<file path="src/sv/keyframe_preroll_ring_core_macros.svh">
// ----------------------------------------------------------------------------
// keyframe_preroll_ring_core_macros.svh
// Assertion helpers for the keyframe pre-roll ring.
// ----------------------------------------------------------------------------
`ifndef KEYFRAME_PREROLL_RING_CORE_MACROS_SVH
`define KEYFRAME_PREROLL_RING_CORE_MACROS_SVH

// same-cycle implication, clocked on aclk, quiet during reset
`define KPR_ASSERT_NOW(lbl, ante, cons, msg) \
    lbl: assert property (@(posedge aclk) disable iff (!aresetn) (ante) |-> (cons)) \
        else $error(msg);

// next-cycle implication
`define KPR_ASSERT_NEXT(lbl, ante, cons, msg) \
    lbl: assert property (@(posedge aclk) disable iff (!aresetn) (ante) |=> (cons)) \
        else $error(msg);

`endif

</file>
<file path="src/sv/kpr_pkg.sv">
// ----------------------------------------------------------------------------
// kpr_pkg
// Shared types and codes of the keyframe pre-roll ring.
// ----------------------------------------------------------------------------
package kpr_pkg;

    localparam int MaxResults = 32;

    // func codes
    localparam logic [1:0] FN_PUSH   = 2'd0;
    localparam logic [1:0] FN_SELECT = 2'd1;
    localparam logic [1:0] FN_CLEAR  = 2'd2;

    // result status codes
    localparam logic [2:0] ST_ACCEPTED = 3'd0;
    localparam logic [2:0] ST_GEN_RST  = 3'd1;
    localparam logic [2:0] ST_TIME_RST = 3'd2;
    localparam logic [2:0] ST_INVALID  = 3'd3;
    localparam logic [2:0] ST_OVERSIZE = 3'd4;
    localparam logic [2:0] ST_CLEARED  = 3'd5;
    localparam logic [2:0] ST_SELECTED = 3'd6;
    localparam logic [2:0] ST_NONE     = 3'd7;

    // configuration register indexes
    localparam logic REG_RETENTION  = 1'b0;
    localparam logic REG_BYTE_LIMIT = 1'b1;

    typedef struct packed {
        logic [1:0]  func;
        logic [31:0] handle;
        logic [31:0] generation;
        logic [63:0] time_ns;
        logic [23:0] bytes;
        logic        keyframe;
        logic [63:0] trigger_ns;
        logic [63:0] preroll_ns;
    } in_item_t;

    // controller -> datapath
    typedef struct packed {
        logic       load_in;
        logic       req_load;
        logic       ring_reset;
        logic       append;
        logic       cut_load;
        logic       scan_init;
        logic       idx_clr;
        logic       idx_inc;
        logic       keep_set;
        logic       start_init;
        logic       start_set;
        logic       rd_head;
        logic       rd_scan;
        logic       rd_emit;
        logic       drop;
        logic       peak_upd;
        logic       emit;
        logic       emit_last;
        logic [2:0] emit_st;
    } cmd_t;

    // datapath -> controller
    typedef struct packed {
        logic [1:0] func;
        logic       invalid;
        logic       oversize;
        logic       gen_chg;
        logic       t_regr;
        logic       full;
        logic       cnt_nz;
        logic       cnt_gt1;
        logic       prune_skip;
        logic       bytes_over;
        logic       idx_lt_cnt;
        logic       idx_lt_keep;
        logic       found;
        logic       start_eq_cnt;
        logic       r_key;
        logic       r_gt_cut;
        logic       r_lt_cut;
        logic       r_gt_req;
        logic       r_gt_trig;
        logic       em_last;
        logic       out_free;
    } sts_t;

endpackage

</file>
<file path="src/sv/kpr_ctrl.sv">
// ----------------------------------------------------------------------------
// kpr_ctrl
// Sequencer for push, select and clear over the ring datapath.
// ----------------------------------------------------------------------------
module kpr_ctrl
    import kpr_pkg::*;
(
    input  logic aclk,
    input  logic aresetn,
    input  logic in_accept,
    output logic in_ready,
    input  sts_t sts,
    output cmd_t cmd
);

    localparam logic [4:0] S_IDLE     = 5'd0;
    localparam logic [4:0] S_DECODE   = 5'd1;
    localparam logic [4:0] S_FULLCHK  = 5'd2;
    localparam logic [4:0] S_FULL_EV  = 5'd3;
    localparam logic [4:0] S_APPEND   = 5'd4;
    localparam logic [4:0] S_PT_CHK   = 5'd5;
    localparam logic [4:0] S_PT_RD    = 5'd6;
    localparam logic [4:0] S_PT_EV    = 5'd7;
    localparam logic [4:0] S_PT_END   = 5'd8;
    localparam logic [4:0] S_PK_RD    = 5'd9;
    localparam logic [4:0] S_PK_EV    = 5'd10;
    localparam logic [4:0] S_PO_RD    = 5'd11;
    localparam logic [4:0] S_PO_EV    = 5'd12;
    localparam logic [4:0] S_PB_RD    = 5'd13;
    localparam logic [4:0] S_PB_EV    = 5'd14;
    localparam logic [4:0] S_PN_RD    = 5'd15;
    localparam logic [4:0] S_PN_EV    = 5'd16;
    localparam logic [4:0] S_PUSH_END = 5'd17;
    localparam logic [4:0] S_EMIT_ONE = 5'd18;
    localparam logic [4:0] S_S1_RD    = 5'd19;
    localparam logic [4:0] S_S1_EV    = 5'd20;
    localparam logic [4:0] S_S1_END   = 5'd21;
    localparam logic [4:0] S_S2_RD    = 5'd22;
    localparam logic [4:0] S_S2_EV    = 5'd23;
    localparam logic [4:0] S_S2_END   = 5'd24;
    localparam logic [4:0] S_EM_RD    = 5'd25;
    localparam logic [4:0] S_EM_EV    = 5'd26;

    logic [4:0] state_reg, state_next;
    logic [2:0] st_reg, st_next;

    assign in_ready = state_reg == S_IDLE;

    always_comb begin
        state_next = state_reg;
        st_next    = st_reg;
        cmd        = '0;
        cmd.emit_st = st_reg;
        unique case (state_reg)
            S_IDLE: begin
                if (in_accept) begin
                    cmd.load_in = 1'b1;
                    state_next  = S_DECODE;
                end
            end
            S_DECODE: begin
                unique case (sts.func)
                    FN_PUSH: begin
                        if (sts.invalid) begin
                            st_next    = ST_INVALID;
                            state_next = S_EMIT_ONE;
                        end else if (sts.oversize) begin
                            st_next    = ST_OVERSIZE;
                            state_next = S_EMIT_ONE;
                        end else begin
                            if (sts.gen_chg) begin
                                cmd.ring_reset = 1'b1;
                                st_next        = ST_GEN_RST;
                            end else if (sts.t_regr) begin
                                cmd.ring_reset = 1'b1;
                                st_next        = ST_TIME_RST;
                            end else begin
                                st_next = ST_ACCEPTED;
                            end
                            state_next = S_FULLCHK;
                        end
                    end
                    FN_SELECT: begin
                        cmd.scan_init  = 1'b1;
                        cmd.start_init = 1'b1;
                        cmd.req_load   = 1'b1;
                        state_next     = S_S1_RD;
                    end
                    FN_CLEAR: begin
                        cmd.ring_reset = 1'b1;
                        st_next        = ST_CLEARED;
                        state_next     = S_EMIT_ONE;
                    end
                    default: begin
                        state_next = S_IDLE;
                    end
                endcase
            end
            S_FULLCHK: begin
                if (sts.full) begin
                    cmd.rd_head = 1'b1;
                    state_next  = S_FULL_EV;
                end else begin
                    state_next = S_APPEND;
                end
            end
            S_FULL_EV: begin
                cmd.drop   = 1'b1;
                state_next = S_APPEND;
            end
            S_APPEND: begin
                cmd.append = 1'b1;
                state_next = S_PT_CHK;
            end
            S_PT_CHK: begin
                if (sts.prune_skip) begin
                    state_next = S_PB_RD;
                end else begin
                    cmd.cut_load  = 1'b1;
                    cmd.scan_init = 1'b1;
                    state_next    = S_PT_RD;
                end
            end
            S_PT_RD: begin
                if (sts.idx_lt_cnt) begin
                    cmd.rd_scan = 1'b1;
                    state_next  = S_PT_EV;
                end else begin
                    state_next = S_PT_END;
                end
            end
            S_PT_EV: begin
                if (sts.r_gt_cut) begin
                    state_next = S_PT_END;
                end else begin
                    cmd.keep_set = sts.r_key;
                    cmd.idx_inc  = 1'b1;
                    state_next   = S_PT_RD;
                end
            end
            S_PT_END: begin
                cmd.idx_clr = 1'b1;
                state_next  = sts.found ? S_PK_RD : S_PO_RD;
            end
            S_PK_RD: begin
                if (sts.idx_lt_keep) begin
                    cmd.rd_head = 1'b1;
                    state_next  = S_PK_EV;
                end else begin
                    state_next = S_PB_RD;
                end
            end
            S_PK_EV: begin
                cmd.drop    = 1'b1;
                cmd.idx_inc = 1'b1;
                state_next  = S_PK_RD;
            end
            S_PO_RD: begin
                if (sts.cnt_gt1) begin
                    cmd.rd_head = 1'b1;
                    state_next  = S_PO_EV;
                end else begin
                    state_next = S_PB_RD;
                end
            end
            S_PO_EV: begin
                if (sts.r_lt_cut) begin
                    cmd.drop   = 1'b1;
                    state_next = S_PO_RD;
                end else begin
                    state_next = S_PB_RD;
                end
            end
            S_PB_RD: begin
                if (sts.cnt_nz && sts.bytes_over) begin
                    cmd.rd_head = 1'b1;
                    state_next  = S_PB_EV;
                end else begin
                    state_next = S_PN_RD;
                end
            end
            S_PB_EV: begin
                cmd.drop   = 1'b1;
                state_next = S_PB_RD;
            end
            S_PN_RD: begin
                if (sts.cnt_nz) begin
                    cmd.rd_head = 1'b1;
                    state_next  = S_PN_EV;
                end else begin
                    state_next = S_PUSH_END;
                end
            end
            S_PN_EV: begin
                if (!sts.r_key) begin
                    cmd.drop   = 1'b1;
                    state_next = S_PN_RD;
                end else begin
                    state_next = S_PUSH_END;
                end
            end
            S_PUSH_END: begin
                cmd.peak_upd = 1'b1;
                state_next   = S_EMIT_ONE;
            end
            S_EMIT_ONE: begin
                if (sts.out_free) begin
                    cmd.emit      = 1'b1;
                    cmd.emit_last = 1'b1;
                    state_next    = S_IDLE;
                end
            end
            S_S1_RD: begin
                if (sts.idx_lt_cnt) begin
                    cmd.rd_scan = 1'b1;
                    state_next  = S_S1_EV;
                end else begin
                    state_next = S_S1_END;
                end
            end
            S_S1_EV: begin
                if (sts.r_gt_req) begin
                    state_next = S_S1_END;
                end else begin
                    cmd.start_set = sts.r_key;
                    cmd.idx_inc   = 1'b1;
                    state_next    = S_S1_RD;
                end
            end
            S_S1_END: begin
                cmd.idx_clr = 1'b1;
                state_next  = sts.start_eq_cnt ? S_S2_RD : S_EM_RD;
            end
            S_S2_RD: begin
                if (sts.idx_lt_cnt) begin
                    cmd.rd_scan = 1'b1;
                    state_next  = S_S2_EV;
                end else begin
                    state_next = S_S2_END;
                end
            end
            S_S2_EV: begin
                if (sts.r_gt_trig) begin
                    state_next = S_S2_END;
                end else if (sts.r_key) begin
                    cmd.start_set = 1'b1;
                    state_next    = S_S2_END;
                end else begin
                    cmd.idx_inc = 1'b1;
                    state_next  = S_S2_RD;
                end
            end
            S_S2_END: begin
                cmd.idx_clr = 1'b1;
                if (sts.start_eq_cnt) begin
                    st_next    = ST_NONE;
                    state_next = S_EMIT_ONE;
                end else begin
                    state_next = S_EM_RD;
                end
            end
            S_EM_RD: begin
                cmd.rd_emit = 1'b1;
                state_next  = S_EM_EV;
            end
            S_EM_EV: begin
                cmd.emit_st = ST_SELECTED;
                if (sts.out_free) begin
                    cmd.emit      = 1'b1;
                    cmd.emit_last = sts.em_last;
                    if (sts.em_last) begin
                        state_next = S_IDLE;
                    end else begin
                        cmd.idx_inc = 1'b1;
                        state_next  = S_EM_RD;
                    end
                end
            end
            default: begin
                state_next = S_IDLE;
            end
        endcase
    end

    always_ff @(posedge aclk) begin
        if (!aresetn) begin
            state_reg <= S_IDLE;
            st_reg    <= ST_ACCEPTED;
        end else begin
            state_reg <= state_next;
            st_reg    <= st_next;
        end
    end

endmodule

</file>
<file path="config.mk">
export PLATFORM = sky130hd
export DESIGN_NAME = kpr_ctrl
export DESIGN_NICKNAME = d
export VERILOG_FILES = /design/src/sv/keyframe_preroll_ring_core_macros.svh /design/src/sv/kpr_pkg.sv /design/src/sv/kpr_ctrl.sv
export SDC_FILE = /design/constraint.sdc
export NUM_CORES = 1
export LEC_CHECK = 0
export BUFFER_PORTS_ARGS = -buffer_cell sky130_fd_sc_hd__buf_2
export CORE_AREA = 2 2 52 54
export CTS_BUF_LIST = sky130_fd_sc_hd__clkbuf_2 sky130_fd_sc_hd__clkbuf_4 sky130_fd_sc_hd__clkbuf_8
export DETAILED_ROUTE_END_ITERATION = 8
export DIE_AREA = 0 0 54 56
export PLACE_DENSITY = 0.84
export SLEW_MARGIN = 20
export SYNTH_ARGS = -nofsm -noshare
export SYNTH_HDL_FRONTEND = slang
export SYNTH_SLANG_ARGS = --single-unit
</file>
<file path="constraint.sdc">
create_clock -name aclk -period 5.71 [get_ports aclk]
set_clock_uncertainty 0.15 [all_clocks]
set_input_delay 1.713 -clock aclk [delete_from_list [all_inputs] [get_ports aclk]]
set_output_delay 1.713 -clock aclk [all_outputs]
set_load 0.005 [all_outputs]
</file>
==> run_results.csv, run 1 <==
group,metric,value,unit
yosys,synth_area_per_cell,7.27,um2
die,coreArea,2430,um2
cts,cts-buffers-inserted,3,
pwr,finalPower,0.524,mW
placement,port_buffers,46,
yosys,synth_ff_type,"dfxtp_1",
cells_and_area,largest_reg_flops,5,
yosys,synth-edff-count,0,
setup_path,r2r-end,"state_reg[1]",
cts,path_clk_slew,0.05,ns
yosys,ys_warn_count,0,
pwr,peakVddDrop,0.278,mV
global_routing,track_usage,27.6,%
cells_and_area,multi_input_area,1000,um2
detailed_routing,wl_per_cell,16.1,um
cts,clock-sinks,8,
timing,tightest_slew,0.819,ns
timing,slew_violations,0,
setup_path,cp-endpoint,"cmd[18]",
global_routing,grt_pass1_wl,6380,um
timing,setup_viol,0,
setup_path,regToRegSetupSlack,3.38,ns
setup_path,crit_required,3.85,ns
yosys,synthCells,181,
detailed_routing,antenna_violating_nets_post_route,0,
cells_and_area,drive_gt1_share,28.2,%
die,die_h,56,um
pwr,p_leak,0.693,nW
setup_path,startpoint_type,"primary input",
timing,finalHoldViolations,0,
timing,period_share,78.7,%
global_routing,grt_pass1_vias,1349,
setup_path,path_common_cell,"buf_2",
die,rows,18,
min_path,holdCritPathClass,"reg2reg",
setup_path,cp_slowest_cell,"nor2b_1",
detailed_routing,routed_wl,3960,um
timing,setup_ws,1.21,ns
cts,cts.path.max_buffers,2,
placement,globalplace.congestion,0.999,
cells_and_area,diodes,0,
setup_path,rr_worst_depth,4,
global_routing,grt_max_degree,34,
cts,ctsResizeCount,0,
job,maxCapViolations,0,
setup_path,setup.worst_path.start,"sts[21]",
cells_and_area,area_growth_syn_to_layout,14.2,%
detailed_routing,vias,1568,
yosys,async_flop_share,0,%
setup_path,cp.arrival,2.63,ns
yosys,yosys.area.top_type_share,12.2,%
cells_and_area,seq_area,160,um2
placement,dp_slack,1.22,ns
yosys,synth-seq-cells,8,
outcome,outcome,"complete, no violations",
yosys,netlist-cell-type-count,55,
detailed_routing,drcViolationCount,0,
setup_path,cp_num_cells,7,
setup_path,reg2reg_from,"state_reg[0]",
setup_path,cp-end-kind,"output port",
cts,cts-root-buf,"clkbuf_4",
yosys,yosys.area.top_type,"dfxtp_1",
timing,slew_headroom,45.3,%
detailed_routing,drt-pass1-iter-count,4,
detailed_routing,vias_per_cell,6.37,
timing,period_minus_slack,4.50,ns
yosys,ys_seq_area_share,12.2,%
setup_path,cpPeakStageDelay,0.21,ns
placement,dp_hpwl,3040,um
die,die_area,3020,um2
cts,cts_max_level,1,
timing,max_freq,222,MHz
detailed_routing,drtIter0Drc,87,
timing,rsz0062_at_grt,"no",
setup_path,crit_family,"buffers and inverters",
setup_path,worstPathMaxFanout,4,
cts,hold_buffers,0,
yosys,synth_area_leaders,"dfxtp_1 12%, ha_1 4.8%, nand2b_1 4.8%",
cells_and_area,nets,248,
cells_and_area,num-fill-cells,237,
die,die_w,54,um
setup_path,critPathBufInv,3,
cts,clkLatencyLatePin,0.27,ns
cts,post_cts_buffers,0,
global_routing,grt.overflow.total,0,
pwr,powerDensity,349,nW/um2
setup_path,worstPathCellList,"buf_2 > inv_1 > ha_1 > nor2b_1 > a21oi_1 > nor2_1 > buf_2",
setup_path,path_class,"in2out",
yosys,synth_nets,211,
die,io_pins,47,
global_routing,antenna_found_initial,0,
timing,fin_setup_tns,0,ns
yosys,syn_area,1320,um2
die,start_util,54.1,%
cts,cts_tree,"yes",
how the worst min path moves through the flow:
stage,start,end,slack [ns],depth (start not counted)
final,st_reg[0],st_reg[0],0.38,1
after global routing,st_reg[0],st_reg[0],0.38,1
after detailed placement,st_reg[0],st_reg[0],0.37,1
after CTS,st_reg[0],st_reg[0],0.38,1
after floorplan,st_reg[2],st_reg[2],0.35,1
after global placement,st_reg[1],st_reg[1],0.37,1
cell usage after synthesis (2+ instances only):
cell and n:
nor3_1 7, nand3b_1 4, o211ai_1 2, o21ai_0 11, inv_1 12, and2_1 3
nor2_1 14, or3_1 3, nor3b_1 5, o41ai_1 2, dfxtp_1 8, nand4b_1 2
nand2b_1 10, o32ai_1 2, nor4_1 4, a211o_1 3, buf_4 3, buf_2 5
or2_2 4, o221a_2 3, buf_6 5, nand2_1 7, ha_1 5, nand3_1 7
o41a_1 2, a21oi_1 9, and3_1 4, nor2b_1 5, o21a_1 4
report_power, final:
part           internal (mW)  switching, mW
registers             0.0741         0.0687
logic                  0.154          0.182
clock network         0.0242         0.0210
total                  0.252          0.272
final cells by class:
cell class | instances | share of cell area (%)
Sequential cell | 8 | 10.7
Clock buffer | 3 | 1.50
Timing Repair Buffer | 47 | 15.8
Inverter | 12 | 3.00
Multi-Input combinational cell | 146 | 66.5
Tap cell | 30 | 2.50
placed cells by master (no fill, tap or decap), types with 2 or more instances in the layout:
cell and n:
nand2_1 7, dfxtp_1 8, o21ai_0 11, or3_1 3
o41ai_1 2, o221a_2 3, clkbuf_4 3, a211o_1 3
nor4_1 4, o21a_1 4, nand2b_1 10, nand4b_1 2
buf_2 46, nor2_1 14, inv_1 12, a21oi_1 9
and3_1 4, o41a_1 2, nor3_1 7, o32ai_1 2
and2_1 3, nor3b_1 5, nor2b_1 5, nand3_1 7
nand3b_1 4, ha_1 5, or2_2 4, o211ai_1 2
metrics by stage:
step	cells	utilization, %	cell area (um2)	hold WS [ns]
4_1_cts	246	61.8	1500	0.379
2_1_floorplan	181	-	1320	0.351
5_1_grt	246	61.8	1500	0.383
6_report	246	61.8	1500	0.376
3_3_place_gp	243	60.9	1480	0.365
3_5_place_dp	243	60.9	1480	0.367
logic make-up after synthesis:
family	synth area share (%)
simple gates	37.8
flops	12.2
mux	0.760
fa+ha+maj	4.75
compound gates	32.6
buf+inv	11.9
metal layers:
layer  GRT usage [%]  vias to the layer above  part of all wire [%]
li1                -                      758                     -
met1            38.2                      701                    43
met2            42.9                       94                    45
met3            4.30                       15                   9.2
met4            8.93                        0                   2.9
met5               0                        -                     0
No activity file was read; power rests on OpenSTA's default activity.
==> inputs of run 2 (changes only) <==
--- a/config.mk
+++ b/config.mk
@@ -6,11 +6,11 @@
 export NUM_CORES = 1
 export LEC_CHECK = 0
 export BUFFER_PORTS_ARGS = -buffer_cell sky130_fd_sc_hd__buf_2
-export CORE_AREA = 2 2 52 54
+export CORE_AREA = 2 2 56 58
 export CTS_BUF_LIST = sky130_fd_sc_hd__clkbuf_2 sky130_fd_sc_hd__clkbuf_4 sky130_fd_sc_hd__clkbuf_8
 export DETAILED_ROUTE_END_ITERATION = 8
-export DIE_AREA = 0 0 54 56
-export PLACE_DENSITY = 0.84
+export DIE_AREA = 0 0 58 60
+export PLACE_DENSITY = 0.77
 export SLEW_MARGIN = 20
 export SYNTH_ARGS = -nofsm -noshare
 export SYNTH_HDL_FRONTEND = slang
==> constraint.sdc (replaced) <==
create_clock -name aclk -period 3.75 [get_ports aclk]
set_clock_uncertainty 0.15 [all_clocks]
set_input_delay 1.125 -clock aclk [delete_from_list [all_inputs] [get_ports aclk]]
set_output_delay 1.125 -clock aclk [all_outputs]
set_load 0.005 [all_outputs]
==> run_results.csv, run 2 (synthesis results as in run 1) <==
group,metric,value,unit
pwr,p_sw_share,51.1,%
placement,port_buffers,46,
global_routing,track_usage,22.2,%
placement,globalplace.congestion,0.976,
timing,rsz0062_at_grt,"no",
timing,fin_setup_tns,0,ns
die,die_area,3480,um2
detailed_routing,drt-pass1-iter-count,5,
setup_path,cpPeakStageDelay,0.60,ns
setup_path,cp.arrival,2.09,ns
global_routing,antenna_found_initial,0,
setup_path,reg2reg_from,"state_reg[3]",
pwr,powerDensity,532,nW/um2
timing,period_share,89.7,%
setup_path,startpoint_type,"register",
min_path,holdCritPathClass,"reg2reg",
detailed_routing,dr_wl_met3,406,um
placement,placed_area,1510,um2
cts,cts_max_level,1,
cells_and_area,nets,252,
detailed_routing,drcViolationCount,0,
detailed_routing,routed_wl,3980,um
timing,slew_violations,0,
setup_path,setup.worst_path.start,"state_reg[3]",
cts,cts-root-buf,"clkbuf_4",
cts,hold_buffers,0,
global_routing,grt.overflow.total,0,
detailed_routing,antenna_violating_nets_post_route,0,
global_routing,grt_max_degree,30,
timing,setup_viol,0,
global_routing,grt_pass1_wl,6070,um
timing,slew_headroom,38.6,%
timing,period_minus_slack,3.36,ns
detailed_routing,met2_length,1860,um
cts,path_clk_slew,0.06,ns
setup_path,crit_required,2.47,ns
cells_and_area,largest_reg_flops,5,
setup_path,worstPathCellList,"or3b_4 > nor3_1 > or2_2 > buf_2",
setup_path,regToRegSetupSlack,1.38,ns
cts,cts-buffers-inserted,3,
pwr,share_comb_of_total_power,67.4,%
cells_and_area,mostFrequentLayoutCells,"46 x buf_2, 14 x nor2_1, 12 x inv_1",
die,start_util,45.3,%
global_routing,grt_pass1_vias,1297,
pwr,peakVddDrop,0.391,mV
job,maxCapViolations,0,
timing,tightest_slew,0.920,ns
cells_and_area,area_growth_syn_to_layout,16.7,%
pwr,p_switching,0.417,mW
min_path,hp-start,"st_reg[1]",
detailed_routing,vias_per_cell,6.34,
pwr,p_int,0.400,mW
detailed_routing,maxUsedRoutingLayer,"met4",
pwr,p_leak,0.713,nW
setup_path,path_class,"reg2out",
die,die_w,58,um
die,rows,20,
timing,max_freq,297,MHz
pwr,seq_power_share,24.4,%
cts,ctsResizeCount,0,
cells_and_area,num-fill-cells,297,
detailed_routing,vias,1604,
setup_path,cp_slowest_cell,"dfxtp_1",
setup_path,cp-end-kind,"output port",
cts,clkLatencyLatePin,0.26,ns
cells_and_area,drive_gt1_share,29.5,%
cts,post_cts_buffers,0,
cells_and_area,final_area,1540,um2
cts,cts_tree,"yes",
die,io_pins,47,
cells_and_area,final_common_cell,"buf_2",
timing,finalHoldViolations,0,
detailed_routing,drtIter0Drc,104,
pwr,clkPwrFrac,8.2,%
die,coreArea,2900,um2
die,die_h,60,um
cts,clock-sinks,8,
cts,cts.path.max_buffers,2,
setup_path,worstPathMaxFanout,29,
detailed_routing,met1Wirelength,1620,um
placement,dp_hpwl,3070,um
cells_and_area,diodes,0,
detailed_routing,wl_per_cell,15.7,um
outcome,outcome,"complete, no violations",
## run 2: worst paths after layout
path | endpoint | depth (start not counted)
worst max-delay path | cmd[15] | 4
worst min-delay path | st_reg[1] | 1
worst max register to register | state_reg[1] | 4
worst min register to register | st_reg[1] | 1
## run 2: final cells by class
class,instances,area [um2],share of cell area (%)
flip-flops and latches,8,160,10.4
well taps,33,41.3,2.69
clock buffers,3,22.5,1.47
inverters,12,45.0,2.93
repair buffers,51,268,17.4
multi-input cells,146,1000,65.1
## run 2: power groups by stage
stage,Sequential (mW),Combinational (mW),Clock (mW)
floorplan,0.133,0.478,0
global placement,0.193,0.533,0
detailed placement,0.196,0.538,0
CTS,0.194,0.542,0.0684
global route,0.208,0.596,0.0696
finish,0.199,0.550,0.0670
## run 2: worst max-delay path, delay by kind of cell (launching register included)
kind	cells	cell delay, ns
buf+inv	1	0.10
flops	1	0.60
simple gates	3	1.13
## run 2: stage by stage
| stage | util [%] | instances | setup WS (ns) | total power [mW] | hold slack, ns |
|---|---|---|---|---|---|
| floorplan | - | 181 | 0.702 | 0.611 | 0.351 |
| global placement | 52.2 | 250 | 0.465 | 0.725 | 0.359 |
| global route | 52.9 | 253 | 0.299 | 0.873 | 0.403 |
| finish | 52.9 | 253 | 0.385 | 0.817 | 0.389 |
| CTS | 52.9 | 253 | 0.428 | 0.804 | 0.386 |
| detailed placement | 52.2 | 250 | 0.446 | 0.734 | 0.366 |
## run 2: layer usage
metal | track usage (%) | vias up
met1 | 30.1 | 732
li1 | - | 760
met3 | 3.03 | 10
met4 | 8.97 | 0
met5 | 0 | -
met2 | 35.6 | 102
